===== src/hw/rtl/pill_dispense_sequencer_core_macros.svh =====
// assertion macros for the pill dispense sequencer core
// no dependencies; included by files that carry concurrent assertions
`ifndef PILL_DISPENSE_SEQUENCER_CORE_MACROS_SVH
`define PILL_DISPENSE_SEQUENCER_CORE_MACROS_SVH

`ifndef SYNTHESIS
`define PDS_ASSERT_SAME(label, clk, rstn, ante, cons, msg) \
    label: assert property (@(posedge clk) disable iff (!(rstn)) (ante) |-> (cons)) \
        else $error(msg);
`define PDS_ASSERT_NEXT(label, clk, rstn, ante, cons, msg) \
    label: assert property (@(posedge clk) disable iff (!(rstn)) (ante) |=> (cons)) \
        else $error(msg);
`else
`define PDS_ASSERT_SAME(label, clk, rstn, ante, cons, msg)
`define PDS_ASSERT_NEXT(label, clk, rstn, ante, cons, msg)
`endif

`endif


===== src/hw/rtl/pds_pkg.sv =====
// types, codes and reset constants for the pill dispense sequencer
// no dependencies; imported by pds_step and pill_dispense_sequencer_core
package pds_pkg;

    typedef enum logic [2:0] {
        MODE_WAIT  = 3'd0,
        MODE_IDLE  = 3'd1,
        MODE_DELAY = 3'd2,
        MODE_DISP  = 3'd3,
        MODE_ERR   = 3'd4
    } mode_t;

    typedef enum logic [1:0] {
        PH_NONE   = 2'd0,
        PH_MOVING = 2'd1,
        PH_DETECT = 2'd2
    } phase_t;

    typedef enum logic [2:0] {
        OP_TICK       = 3'd0,
        OP_CENTER     = 3'd1,
        OP_LEFT       = 3'd2,
        OP_LONG       = 3'd3,
        OP_CAL_RESULT = 3'd4,
        OP_PIEZO      = 3'd5
    } opcode_t;

    typedef enum logic [2:0] {
        CFG_FIRST_DELAY = 3'd0,
        CFG_INTERVAL    = 3'd1,
        CFG_PILL_LIMIT  = 3'd2,
        CFG_WINDOW      = 3'd3,
        CFG_HOLDOFF     = 3'd4,
        CFG_BLINK       = 3'd5
    } cfg_idx_t;

    localparam int unsigned S_TDATA_W = 24;
    localparam int unsigned S_TUSER_W = 3;
    localparam int unsigned M_TDATA_W = 40;
    localparam int unsigned CFG_IDX_W = 3;
    localparam int unsigned CFG_DATA_W = 32;

    localparam logic [31:0] RST_FIRST_DELAY = 32'd5000;
    localparam logic [31:0] RST_INTERVAL    = 32'd30000;
    localparam logic [7:0]  RST_PILL_LIMIT  = 8'd7;
    localparam logic [15:0] RST_WINDOW      = 16'd1000;
    localparam logic [15:0] RST_HOLDOFF     = 16'd50;
    localparam logic [15:0] RST_BLINK       = 16'd200;

    typedef struct packed {
        logic [31:0] first_delay;
        logic [31:0] interval;
        logic [7:0]  pill_limit;
        logic [15:0] window;
        logic [15:0] holdoff;
        logic [15:0] blink;
    } cfg_t;

    typedef struct packed {
        mode_t       mode;
        logic        calibrating;
        logic [15:0] steps_held;
        logic        led;
        logic [31:0] mode_timer;
        logic [31:0] interval_timer;
        logic        trigger_pending;
        phase_t      phase;
        logic [15:0] window_timer;
        logic        hit_latched;
        logic [15:0] holdoff_timer;
        logic        holdoff_armed;
        logic [7:0]  pills_done;
    } state_t;

    typedef struct packed {
        mode_t       mode;
        logic        led_on;
        logic        calibrate_request;
        logic        move_request;
        logic [15:0] move_steps;
        logic [7:0]  pill_count;
        logic        pill_seen;
        logic        pill_missing;
        logic        all_done;
        logic        save_request;
    } result_t;

    function automatic logic [31:0] sat_inc32(input logic [31:0] v);
        return (v == '1) ? v : v + 32'd1;
    endfunction

    function automatic logic [15:0] sat_inc16(input logic [15:0] v);
        return (v == '1) ? v : v + 16'd1;
    endfunction

endpackage


===== src/hw/rtl/pds_step.sv =====
// next-state and result logic for one event of the dispense sequencer
// depends on pds_pkg
module pds_step import pds_pkg::*; (
    input  state_t      st,
    input  cfg_t        cfg,
    input  opcode_t     opcode,
    input  logic        cal_ok,
    input  logic [15:0] cal_steps,
    input  logic        move_done,
    output state_t      st_next,
    output result_t     res
);

    always_comb begin
        state_t  n;
        result_t r;
        logic    end_req;
        logic    end_seen;
        logic    try_req;

        n        = st;
        r        = '0;
        end_req  = 1'b0;
        end_seen = 1'b0;
        try_req  = 1'b0;

        unique case (opcode)
            OP_TICK: begin
                n.holdoff_timer = sat_inc16(st.holdoff_timer);
                unique case (st.mode)
                    MODE_WAIT: begin
                        n.mode_timer = sat_inc32(st.mode_timer);
                        if (n.mode_timer >= {16'd0, cfg.blink}) begin
                            n.led        = ~st.led;
                            n.mode_timer = '0;
                        end
                    end
                    MODE_DELAY: begin
                        n.mode_timer = sat_inc32(st.mode_timer);
                        if (n.mode_timer >= cfg.first_delay) begin
                            n.led             = 1'b0;
                            n.trigger_pending = 1'b1;
                            n.interval_timer  = '0;
                            n.phase           = PH_NONE;
                            n.mode            = MODE_DISP;
                            try_req           = 1'b1;
                        end
                    end
                    MODE_DISP: begin
                        n.interval_timer = sat_inc32(st.interval_timer);
                        if (n.interval_timer >= cfg.interval) begin
                            n.interval_timer  = '0;
                            n.trigger_pending = 1'b1;
                        end
                        if (st.phase == PH_MOVING) begin
                            if (move_done) begin
                                n.pills_done   = st.pills_done + 8'd1;
                                r.save_request = 1'b1;
                                n.phase        = PH_DETECT;
                                n.window_timer = '0;
                                if (st.hit_latched) begin
                                    end_req  = 1'b1;
                                    end_seen = 1'b1;
                                end
                            end
                        end else if (st.phase == PH_DETECT) begin
                            n.window_timer = sat_inc16(st.window_timer);
                            if (n.window_timer >= cfg.window) begin
                                end_req = 1'b1;
                            end
                        end
                        try_req = 1'b1;
                    end
                    default: begin
                    end
                endcase
            end
            OP_CENTER: begin
                if (st.mode == MODE_WAIT && !st.calibrating) begin
                    n.calibrating       = 1'b1;
                    r.calibrate_request = 1'b1;
                end
            end
            OP_LEFT: begin
                if (st.mode == MODE_IDLE) begin
                    n.pills_done   = '0;
                    n.mode_timer   = '0;
                    n.mode         = MODE_DELAY;
                    n.led          = 1'b1;
                    r.save_request = 1'b1;
                end
            end
            OP_LONG: begin
                if (st.mode == MODE_ERR) begin
                    n.mode         = MODE_WAIT;
                    n.mode_timer   = '0;
                    n.led          = 1'b0;
                    r.save_request = 1'b1;
                end
            end
            OP_CAL_RESULT: begin
                if (st.mode == MODE_WAIT && st.calibrating) begin
                    n.calibrating = 1'b0;
                    if (cal_ok) begin
                        n.steps_held   = cal_steps;
                        n.mode         = MODE_IDLE;
                        n.led          = 1'b1;
                        r.save_request = 1'b1;
                    end else begin
                        n.mode = MODE_ERR;
                        n.led  = 1'b0;
                    end
                end
            end
            OP_PIEZO: begin
                if (!(st.holdoff_armed && st.holdoff_timer < cfg.holdoff)) begin
                    n.holdoff_armed = 1'b1;
                    n.holdoff_timer = '0;
                    if (st.mode == MODE_DISP) begin
                        if (st.phase == PH_MOVING) begin
                            n.hit_latched = 1'b1;
                        end else if (st.phase == PH_DETECT) begin
                            end_req  = 1'b1;
                            end_seen = 1'b1;
                            try_req  = 1'b1;
                        end
                    end
                end
            end
            default: begin
            end
        endcase

        // end of detection window
        if (end_req) begin
            if (end_seen) begin
                r.pill_seen = 1'b1;
            end else begin
                r.pill_missing = 1'b1;
            end
            n.phase       = PH_NONE;
            n.hit_latched = 1'b0;
            if (n.pills_done >= cfg.pill_limit) begin
                n.mode            = MODE_WAIT;
                n.mode_timer      = '0;
                n.led             = 1'b0;
                n.trigger_pending = 1'b0;
                r.all_done        = 1'b1;
                r.save_request    = 1'b1;
            end
        end

        // dispense trigger
        if (try_req && n.mode == MODE_DISP && n.phase == PH_NONE && n.trigger_pending) begin
            if (n.pills_done >= cfg.pill_limit) begin
                n.mode            = MODE_WAIT;
                n.mode_timer      = '0;
                n.led             = 1'b0;
                n.trigger_pending = 1'b0;
                r.all_done        = 1'b1;
                r.save_request    = 1'b1;
            end else begin
                n.trigger_pending = 1'b0;
                if (n.steps_held == '0) begin
                    n.mode = MODE_ERR;
                    n.led  = 1'b0;
                end else begin
                    r.move_request  = 1'b1;
                    r.move_steps    = n.steps_held;
                    n.phase         = PH_MOVING;
                    n.hit_latched   = 1'b0;
                    n.holdoff_armed = 1'b0;
                end
            end
        end

        r.mode       = n.mode;
        r.led_on     = n.led;
        r.pill_count = n.pills_done;

        st_next = n;
        res     = r;
    end

endmodule


===== src/hw/rtl/pill_dispense_sequencer_core.sv =====
// pill dispense sequencer: event input register, single-pass update, result register
// pipeline: input register, then state and result register, two register stages in all
// throughput: one event per cycle, set by the single-pass pds_step, if no result is held
// stalls: a held result holds the input register; s_tready falls once it too is full
// reset: synchronous active-low aresetn clears state and valids, sets register defaults
// depends on pds_pkg, pds_step and pill_dispense_sequencer_core_macros.svh
`include "pill_dispense_sequencer_core_macros.svh"

module pill_dispense_sequencer_core import pds_pkg::*; (
    input  logic                  aclk,
    input  logic                  aresetn,
    input  logic                  s_tvalid,
    output logic                  s_tready,
    input  logic [S_TDATA_W-1:0]  s_tdata,  // cal_ok, cal_steps[15:0], move_done, zero pad
    input  logic [S_TUSER_W-1:0]  s_tuser,  // opcode[2:0]
    output logic                  m_tvalid,
    input  logic                  m_tready,
    // mode[2:0], led_on, calibrate_request, move_request, move_steps[15:0],
    // pill_count[7:0], pill_seen, pill_missing, all_done, save_request, zero pad
    output logic [M_TDATA_W-1:0]  m_tdata,
    input  logic                  cfg_valid,
    output logic                  cfg_ready,
    input  logic [CFG_IDX_W-1:0]  cfg_index,
    input  logic [CFG_DATA_W-1:0] cfg_data
);

    cfg_t        cfg_reg;
    state_t      st_reg;
    state_t      st_next;
    result_t     res_next;
    logic        in_valid_reg;
    opcode_t     in_op_reg;
    logic        in_cal_ok_reg;
    logic [15:0] in_cal_steps_reg;
    logic        in_move_done_reg;
    logic        out_valid_reg;
    result_t     out_reg;
    logic        out_adv;
    logic        fire;
    logic        chk_move;
    logic        chk_move_ok;
    logic        chk_done;
    logic        chk_done_ok;
    logic        chk_busy;
    logic        chk_in_disp;

    assign out_adv   = !out_valid_reg || m_tready;
    assign fire      = in_valid_reg && out_adv;
    assign s_tready  = !in_valid_reg || out_adv;
    assign cfg_ready = 1'b1;

    always_ff @(posedge aclk) begin
        if (!aresetn) begin
            cfg_reg.first_delay <= RST_FIRST_DELAY;
            cfg_reg.interval    <= RST_INTERVAL;
            cfg_reg.pill_limit  <= RST_PILL_LIMIT;
            cfg_reg.window      <= RST_WINDOW;
            cfg_reg.holdoff     <= RST_HOLDOFF;
            cfg_reg.blink       <= RST_BLINK;
        end else if (cfg_valid) begin
            unique case (cfg_idx_t'(cfg_index))
                CFG_FIRST_DELAY: cfg_reg.first_delay <= cfg_data;
                CFG_INTERVAL:    cfg_reg.interval    <= cfg_data;
                CFG_PILL_LIMIT:  cfg_reg.pill_limit  <= cfg_data[7:0];
                CFG_WINDOW:      cfg_reg.window      <= cfg_data[15:0];
                CFG_HOLDOFF:     cfg_reg.holdoff     <= cfg_data[15:0];
                CFG_BLINK:       cfg_reg.blink       <= cfg_data[15:0];
                default: begin
                end
            endcase
        end
    end

    // input stage
    always_ff @(posedge aclk) begin
        if (!aresetn) begin
            in_valid_reg <= 1'b0;
        end else if (s_tready) begin
            in_valid_reg <= s_tvalid;
        end
    end

    always_ff @(posedge aclk) begin
        if (s_tready && s_tvalid) begin
            in_op_reg        <= opcode_t'(s_tuser[2:0]);
            in_cal_ok_reg    <= s_tdata[0];
            in_cal_steps_reg <= s_tdata[16:1];
            in_move_done_reg <= s_tdata[17];
        end
    end

    pds_step u_step (
        .st        (st_reg),
        .cfg       (cfg_reg),
        .opcode    (in_op_reg),
        .cal_ok    (in_cal_ok_reg),
        .cal_steps (in_cal_steps_reg),
        .move_done (in_move_done_reg),
        .st_next   (st_next),
        .res       (res_next)
    );

    // state and result stage
    always_ff @(posedge aclk) begin
        if (!aresetn) begin
            st_reg        <= '0;
            out_valid_reg <= 1'b0;
        end else if (fire) begin
            st_reg        <= st_next;
            out_valid_reg <= 1'b1;
        end else if (m_tready) begin
            out_valid_reg <= 1'b0;
        end
    end

    always_ff @(posedge aclk) begin
        if (fire) begin
            out_reg <= res_next;
        end
    end

    assign m_tvalid = out_valid_reg;
    assign m_tdata  = {6'd0,
                       out_reg.save_request,
                       out_reg.all_done,
                       out_reg.pill_missing,
                       out_reg.pill_seen,
                       out_reg.pill_count,
                       out_reg.move_steps,
                       out_reg.move_request,
                       out_reg.calibrate_request,
                       out_reg.led_on,
                       out_reg.mode};

    // assertion terms
    assign chk_move    = m_tvalid && out_reg.move_request;
    assign chk_move_ok = (out_reg.move_steps != 16'd0) && (out_reg.mode == MODE_DISP);
    assign chk_done    = m_tvalid && out_reg.all_done;
    assign chk_done_ok = (out_reg.mode == MODE_WAIT) && out_reg.save_request && !out_reg.led_on;
    assign chk_busy    = (st_reg.phase != PH_NONE);
    assign chk_in_disp = (st_reg.mode == MODE_DISP);

    `PDS_ASSERT_SAME(a_move_nonzero, aclk, aresetn, chk_move, chk_move_ok, "bad move request")
    `PDS_ASSERT_SAME(a_done_to_wait, aclk, aresetn, chk_done, chk_done_ok, "bad sequence end")
    `PDS_ASSERT_SAME(a_phase_in_disp, aclk, aresetn, chk_busy, chk_in_disp, "phase outside disp")
    `PDS_ASSERT_NEXT(a_fire_valid, aclk, aresetn, fire, m_tvalid, "result not presented")

endmodule


===== config.mk =====
export PLATFORM = sky130hd
export DESIGN_NAME = pill_dispense_sequencer_core
export DESIGN_NICKNAME = d
export VERILOG_FILES = /design/src/hw/rtl/pds_pkg.sv /design/src/hw/rtl/pds_step.sv /design/src/hw/rtl/pill_dispense_sequencer_core.sv
export VERILOG_INCLUDE_DIRS = /design/src /design/src/hw/rtl
export SDC_FILE = /design/constraint.sdc
export NUM_CORES = 1
export LEC_CHECK = 0
export BUFFER_PORTS_ARGS = -buffer_cell sky130_fd_sc_hd__buf_2
export CORE_ASPECT_RATIO = 0.75
export CORE_UTILIZATION = 47
export CTS_BUF_LIST = sky130_fd_sc_hd__clkbuf_2
export DETAILED_ROUTE_END_ITERATION = 8
export GPL_ROUTABILITY_DRIVEN = 0
export SLEW_MARGIN = 20
export SYNTH_ARGS = -nofsm -noshare
export SYNTH_HDL_FRONTEND = slang
export SYNTH_SLANG_ARGS = --single-unit
export TNS_END_PERCENT = 10

===== constraint.sdc =====
create_clock -name aclk -period 6.48 [get_ports aclk]
set_input_delay 0.972 -clock aclk [delete_from_list [all_inputs] [get_ports aclk]]
set_output_delay 0.972 -clock aclk [all_outputs]
set_load 0.05 [all_outputs]

Word level (Yosys, flattened, before mapping)
Cells that the tools add are included.

storage, ports and cells
  bits in read-only memories = 0
  logic and storage cells = 210
  memory bits (writable) = 0
  output and inout bits = 43
  bits in registers = 307
  bits in latches = 0
  memories = 0

cells by class
  bitwise logic cells = 2
  eq/ne operators = 27
  multiplexer cells = 100
  order comparisons = 6
  $add $sub $neg = 5
  div/mod/pow operators = 0
  shift-type cells = 0
  reductions and logical operators = 35
  multiply operators = 0

operators by type and width
  cell                                                              number
  33-bit 2-to-1 mux                                                 7
  16-bit 2-to-1 mux                                                 7
  32-bit 2-to-1 mux                                                 3
  32-bit case mux with 3 select lines                               1
  35-bit case mux with 2 select lines                               1
  33-bit case mux with 2 select lines                               1
  32-bit by 1-bit adder with 32-bit output (second input constant)  2
  32-bit == test (second input constant)                            2
  32-bit >= comparator                                              2
  1-bit 2-to-1 mux                                                  41
  18-bit 2-to-1 mux                                                 2
  3-bit 2-to-1 mux                                                  12
  35-bit 2-to-1 mux                                                 1
  16-bit by 1-bit adder with 16-bit output (second input constant)  2
  16-bit == test (second input constant)                            2
  32-bit by 16-bit >= comparator with 1-bit output                  1
  8-bit 2-to-1 mux                                                  4
  16-bit case mux with 2 select lines                               1
  3-bit by 2-bit == test with 1-bit output (second input constant)  7
  21-bit 2-to-1 mux                                                 1
  19-bit 2-to-1 mux                                                 1
  17-bit 2-to-1 mux                                                 1
  16-bit >= comparator                                              1
  16-bit logical NOT                                                1
  other kinds (26)                                                  71

Logic depth before layout (Yosys ltp)
  word-level depth = 15
  gate-level depth with buffers = 23
  depth with buffers taken out = 20

Hierarchy
Synthesis repeated with hierarchy kept, for this count alone.

unflattened totals
  cells, all modules = 2373
  area total of the unflattened synthesis = 18874.4 um^2

modules (own cells, without submodules)
  module                        cells an instance  area an instance (um^2)  instances
  pill_dispense_sequencer_core  1091               10918.0                  1
  pds_step                      1282               7956.4                   1

Worst setup path after synthesis
OpenSTA, ideal clock, no wires.

  kind = register to register
  start point = register st_reg[45] in the netlist's numbering
  end point = register st_reg[84] in the netlist's numbering
  stages on the path, launching flop included = 23
  arrival time = 4817 ps
  buffers on the path = 2
  slack = 1528 ps
  path through = dfxtp_1 > ha_1 > nand3_1 > or4_1 > or4_1 > clkbuf_1 > nand4_1 > nor2_1 > and3_1 > and3_1 > xor2_1 > ha_1 > nand2_1 > nor3_1 > o211ai_1 > a311oi_1 > o21ba_2 > o21a_1 > o221a_2 > o22ai_2 > nand2_1 > clkbuf_1 > o22ai_1

between the ends
  cells in the longest elaborated chain, start to end = 10

RTL lines
  what                                                                               line                                 RTL
  from (decl)                                                                        pill_dispense_sequencer_core.sv:28   state_t st_reg;
  from (signal assigned)                                                             pill_dispense_sequencer_core.sv:109  st_reg <= st_next;
  32-bit by 1-bit adder with 32-bit output / 32-bit == test (equally long branches)  pds_pkg.sv:89                        return (v == '1) ? v : v + 32'd1;
  32-bit 2-to-1 mux *                                                                pds_pkg.sv:89
  32-bit >= comparator *                                                             pds_step.sv:51                       if (n.interval_timer >= cfg.interval) begin
  33-bit 2-to-1 mux *                                                                pds_step.sv:51
  35-bit case mux with 2 select lines *                                              pds_step.sv:30                       unique case (st.mode)
  19-bit 2-to-1 mux *                                                                pds_step.sv:27                       unique case (opcode)
  1-bit 2-to-1 mux                                                                   pds_step.sv:143                      if (n.pills_done >= cfg.pill_limit) begin
  3-bit 2-to-1 mux *                                                                 pds_step.sv:135                      if (end_req) begin
  1-bit logical AND *                                                                pds_step.sv:154                      if (try_req && n.mode == MODE_DISP && n.phase == PH_NONE && n.trigger_pending) begin
  33-bit 2-to-1 mux *                                                                pds_step.sv:154

Every way passes the cells marked *; elsewhere a longest branch is shown, timed or not.
A chain may end at the register's enable or synchronous reset.

Worst setup path in the final report
  start point = register st_reg[45] in the netlist's numbering
  end point = register st_reg[67] in the netlist's numbering

between the ends
  cells in the longest elaborated chain, start to end = 5

RTL lines
  what                                                                               line
  32-bit by 1-bit adder with 32-bit output / 32-bit == test (equally long branches)  pds_pkg.sv:89
  32-bit 2-to-1 mux *                                                                pds_pkg.sv:89
  32-bit >= comparator                                                               pds_step.sv:51
  33-bit 2-to-1 mux *                                                                pds_step.sv:51
  35-bit case mux with 2 select lines *                                              pds_step.sv:30

Marks and branches as above.

==> summary.md <==
| Metric | Value |
|---|---|
| Crit path required time | `7.43 ns` |
| Gate Count Post-Synth | `2,203` |
| Final Instance Area | `19,600 sq um` |
| Min-delay worst type | `in -> reg` |
| Flop and latch count out of synthesis | `307` |
| Crit. End Element | `flip-flop` |
| CTS tree | `built` |
| CP bufs+invs | `3` |
| CTS Hold Buffers Added | `0` |
| Crit path cell chain | `ha_1 -> nand3_1 -> or4_1 -> or4_1 -> nand4_1 -> nor2_1 -> and3_1 -> and3_1 -> xor2_1 -> ha_1 -> nand2_1 -> nor3_1 -> buf_4 -> o221ai_1 -> o211ai_1 -> nor2_1 -> inv_1 -> or3_1 -> buf_12 -> or3b_2 -> a21boi_0` |
| DR vias/cell | `5.54` |
| Clock slew at reported path FFs | `0.12 ns` |
| Yosys warning count | `0` |
| Max-slew headroom | `0.299` |
| GR Util All Layers | `0.266` |
| Maximum clock rate | `0.167 GHz` |
| Worst slew pin tran | `1.05 ns` |
| Clock sink total | `307` |
| Maximum VDD drop | `0.000165 V` |
| Root buffer cell | `clkbuf_2` |
| LEAKAGE | `7.77 nW` |
| Hold Fails Final Rpt | `0` |
| H-tree levels | `3` |
| Top-Level Pins | `110` |
| Hold Path Cell Cnt | `1` |
| Inst Count DP | `2,727` |
| Register area share after synthesis | `0.375` |
| Final Max Slew Viols | `0` |
| Layout cells sized above 1 | `0.130` |
| DRC Markers | `0` |
| Post-CTS Setup Inserts | `0` |
| Chip Width | `227 um` |
| DRT Wirelength | `51.3 mm` |
| Vias | `15,900` |
| Fin nets | `2,498` |
| Global-route wire length before repair | `80.1 mm` |
| Number of flops mapped to enable cells by yosys | `55` |
| Clock buffer depth | `3` |
| Layout area overhead | `9.94%` |
| Pre-CTS setup slack | `0.576 ns` |
| Top_reg_cell synth | `dfxtp_1` |
| Die Area | `38,700 sq um` |
| DRT Pass-1 Iters | `7` |
| Antenna violations before repair | `2` |
| Final Cycle Share | `0.923` |
| Fin util | `0.526` |
| Slowest CP cell | `or4_1` |
| Post-Syn Area | `17,800 sq um` |
| Post-Syn Area per Cell | `8.10 sq um` |
| Post-place instance area | `18,800 sq um` |
| CTS Buf Count | `83` |
| Finished Layout Cells | `2,880` |
| Worst skew pair latency | `1.03 ns` |
| Final setup viols | `0` |
| CP top delay family | `simple AND/OR/NAND/NOR gates` |
| CP peak stage delay | `0.73 ns` |
| CP max FO | `22` |
| ANT nets after route | `0` |
| Setup clock skew after layout | `0.0723 ns` |
| Core box area | `37,200 sq um` |
| Vias in the first global route | `14,900` |
| Largest net degree at the start of global routing | `117` |
| Fin worst setup slack | `0.501 ns` |
| Starting DRC count in detailed routing | `1,129` |
| Worst path depth | `21` |
| CP Class | `reg -> reg` |
| Detail Placement HPWL | `36.4 mm` |
| Cell Rows | `61` |
| Unrepaired setup endpoints after global routing | `no` |
| Post-synthesis cell type count | `78` |
| IO Port Bufs | `96` |
| Wire per inst | `17.8 um` |
| GR Overflow Total | `0` |
| Initial Util | `0.479` |
| Die height | `171 um` |
| Max reg flops | `130` |
| Maxcap violations | `0` |
| Ys async rst share | `0` |
| Fin crit period | `5.98 ns` |
| Arr. time, crit path | `6.93 ns` |
| Pwr dens | `191 nW/um^2` |
| Critical path launch point type | `flip-flop` |
| Post-Route Setup TNS | `0 ns` |
| Status | `completed` |
| FF-to-FF path depth | `21` |
[metal layers]
metal / GRT usage / up-vias / routed length, um
li1: - / 7928 / -
met1: 0.377 / 7536 / 25300
met2: 0.405 / 403 / 22100
met3: 0.0519 / 80 / 2810
met4: 0.0787 / 2 / 1030
met5: 0 / - / 8
[placed cells by master, fill, tap and decap left out, drive strengths merged, types with 36 or more instances in the layout]
cell type,Yosys,final
dfxtp,252,252
o21ai,116,116
inv,136,137
edfxtp,55,55
nand3,75,75
buf,26,146
nand4,48,48
a21oi,92,92
clkbuf,105,131
a21boi,134,134
nor2,142,142
ha,123,123
xnor2,58,58
nor4,36,36
nand2,381,381
nor2b,50,50
nor3,41,41
[final timing paths]
| path | start | to | slack, ns |
|---|---|---|---|
| max reg2reg | st_reg[45] | st_reg[67] | 0.50 |
| max | st_reg[45] | st_reg[67] | 0.50 |
| min reg2reg | cfg_reg[109] | cfg_reg[109] | 0.47 |
| min | s_tdata[17] | in_move_done_reg | 0.12 |
[layout make-up]
cell class / instances / area [sq um]
multi-input cells: 1633 / 10100
clock buffers: 131 / 656
fillers: 3637 / 17600
well taps: 504 / 631
inverters: 137 / 514
flip-flops and latches: 307 / 6700
clock inverters: 21 / 111
repair buffers: 146 / 887
diodes: 1 / 2.50
[metrics by stage]
step           total power [mW]  hold WS (ns)
6_report                   3.74         0.123
5_1_grt                    3.91        0.0342
4_1_cts                    3.79       0.00717
3_5_place_dp               2.36         0.460
3_3_place_gp               2.35         0.454
2_1_floorplan              2.24         0.443
[worst reg2reg max path: stages, from the launching register on]
cell and delay, ns:
dfxtp_1 0.41, ha_1 0.25, nand3_1 0.12, or4_1 0.55, or4_1 0.73, nand4_1 0.36, nor2_1 0.12, and3_1 0.24
and3_1 0.23, xor2_1 0.16, ha_1 0.29, nand2_1 0.09, nor3_1 0.06, buf_4 0.15, o221ai_1 0.08, o211ai_1 0.33
nor2_1 0.30, inv_1 0.08, or3_1 0.51, buf_12 0.25, or3b_2 0.44, a21boi_0 0.16
[power breakdown]
group | internal, mW | switching (mW)
logic | 0.0913 | 0.223
registers | 1.98 | 0.0232
clock network | 0.540 | 0.884
total | 2.61 | 1.13
[kinds of logic (layout without fill, tap and decap cells)]
group / after synthesis / in the layout / share of synthesized area
AND/OR/NAND/NOR: 898 / 898 / 0.240
AO/OA/AOI/OAI: 492 / 492 / 0.181
flip-flops: 307 / 307 / 0.375
buffers and inverters: 268 / 435 / 0.0602
adder cells (fa/ha/maj): 124 / 124 / 0.0869
XOR/XNOR: 90 / 90 / 0.0442
multiplexers: 22 / 22 / 0.0124
other: 2 / 8 / 0.000421
[what timing repair did]
item / CTS / global route
hold endpoints to repair: 0 / 0
endpoints found under the setup margin: 0 / 1
gates resized for setup: 0 / 1
[cells in the mapped netlist (11+ instances only)]
library cell / count / area [sq um]
a21boi_0: 134 / 1010
a21o_1: 16 / 120
a21oi_1: 92 / 460
a22oi_1: 15 / 113
a31oi_1: 14 / 87.6
and3_1: 34 / 213
buf_4: 11 / 82.6
clkbuf_1: 104 / 390
dfxtp_1: 252 / 5040
edfxtp_1: 55 / 1650
ha_1: 123 / 1540
inv_1: 136 / 510
mux2i_1: 21 / 210
nand2_1: 380 / 1430
nand3_1: 75 / 375
nand3b_1: 13 / 97.6
nand4_1: 47 / 294
nor2_1: 142 / 533
nor2b_1: 50 / 313
nor3_1: 41 / 205
nor3b_1: 21 / 158
nor4_1: 34 / 213
o211ai_1: 33 / 248
o21a_1: 13 / 97.6
o21ai_0: 103 / 515
o21ai_1: 13 / 65.1
or3_1: 14 / 87.6
xnor2_1: 58 / 508
xor2_1: 32 / 280
Power figures use the tool's default switching activity.
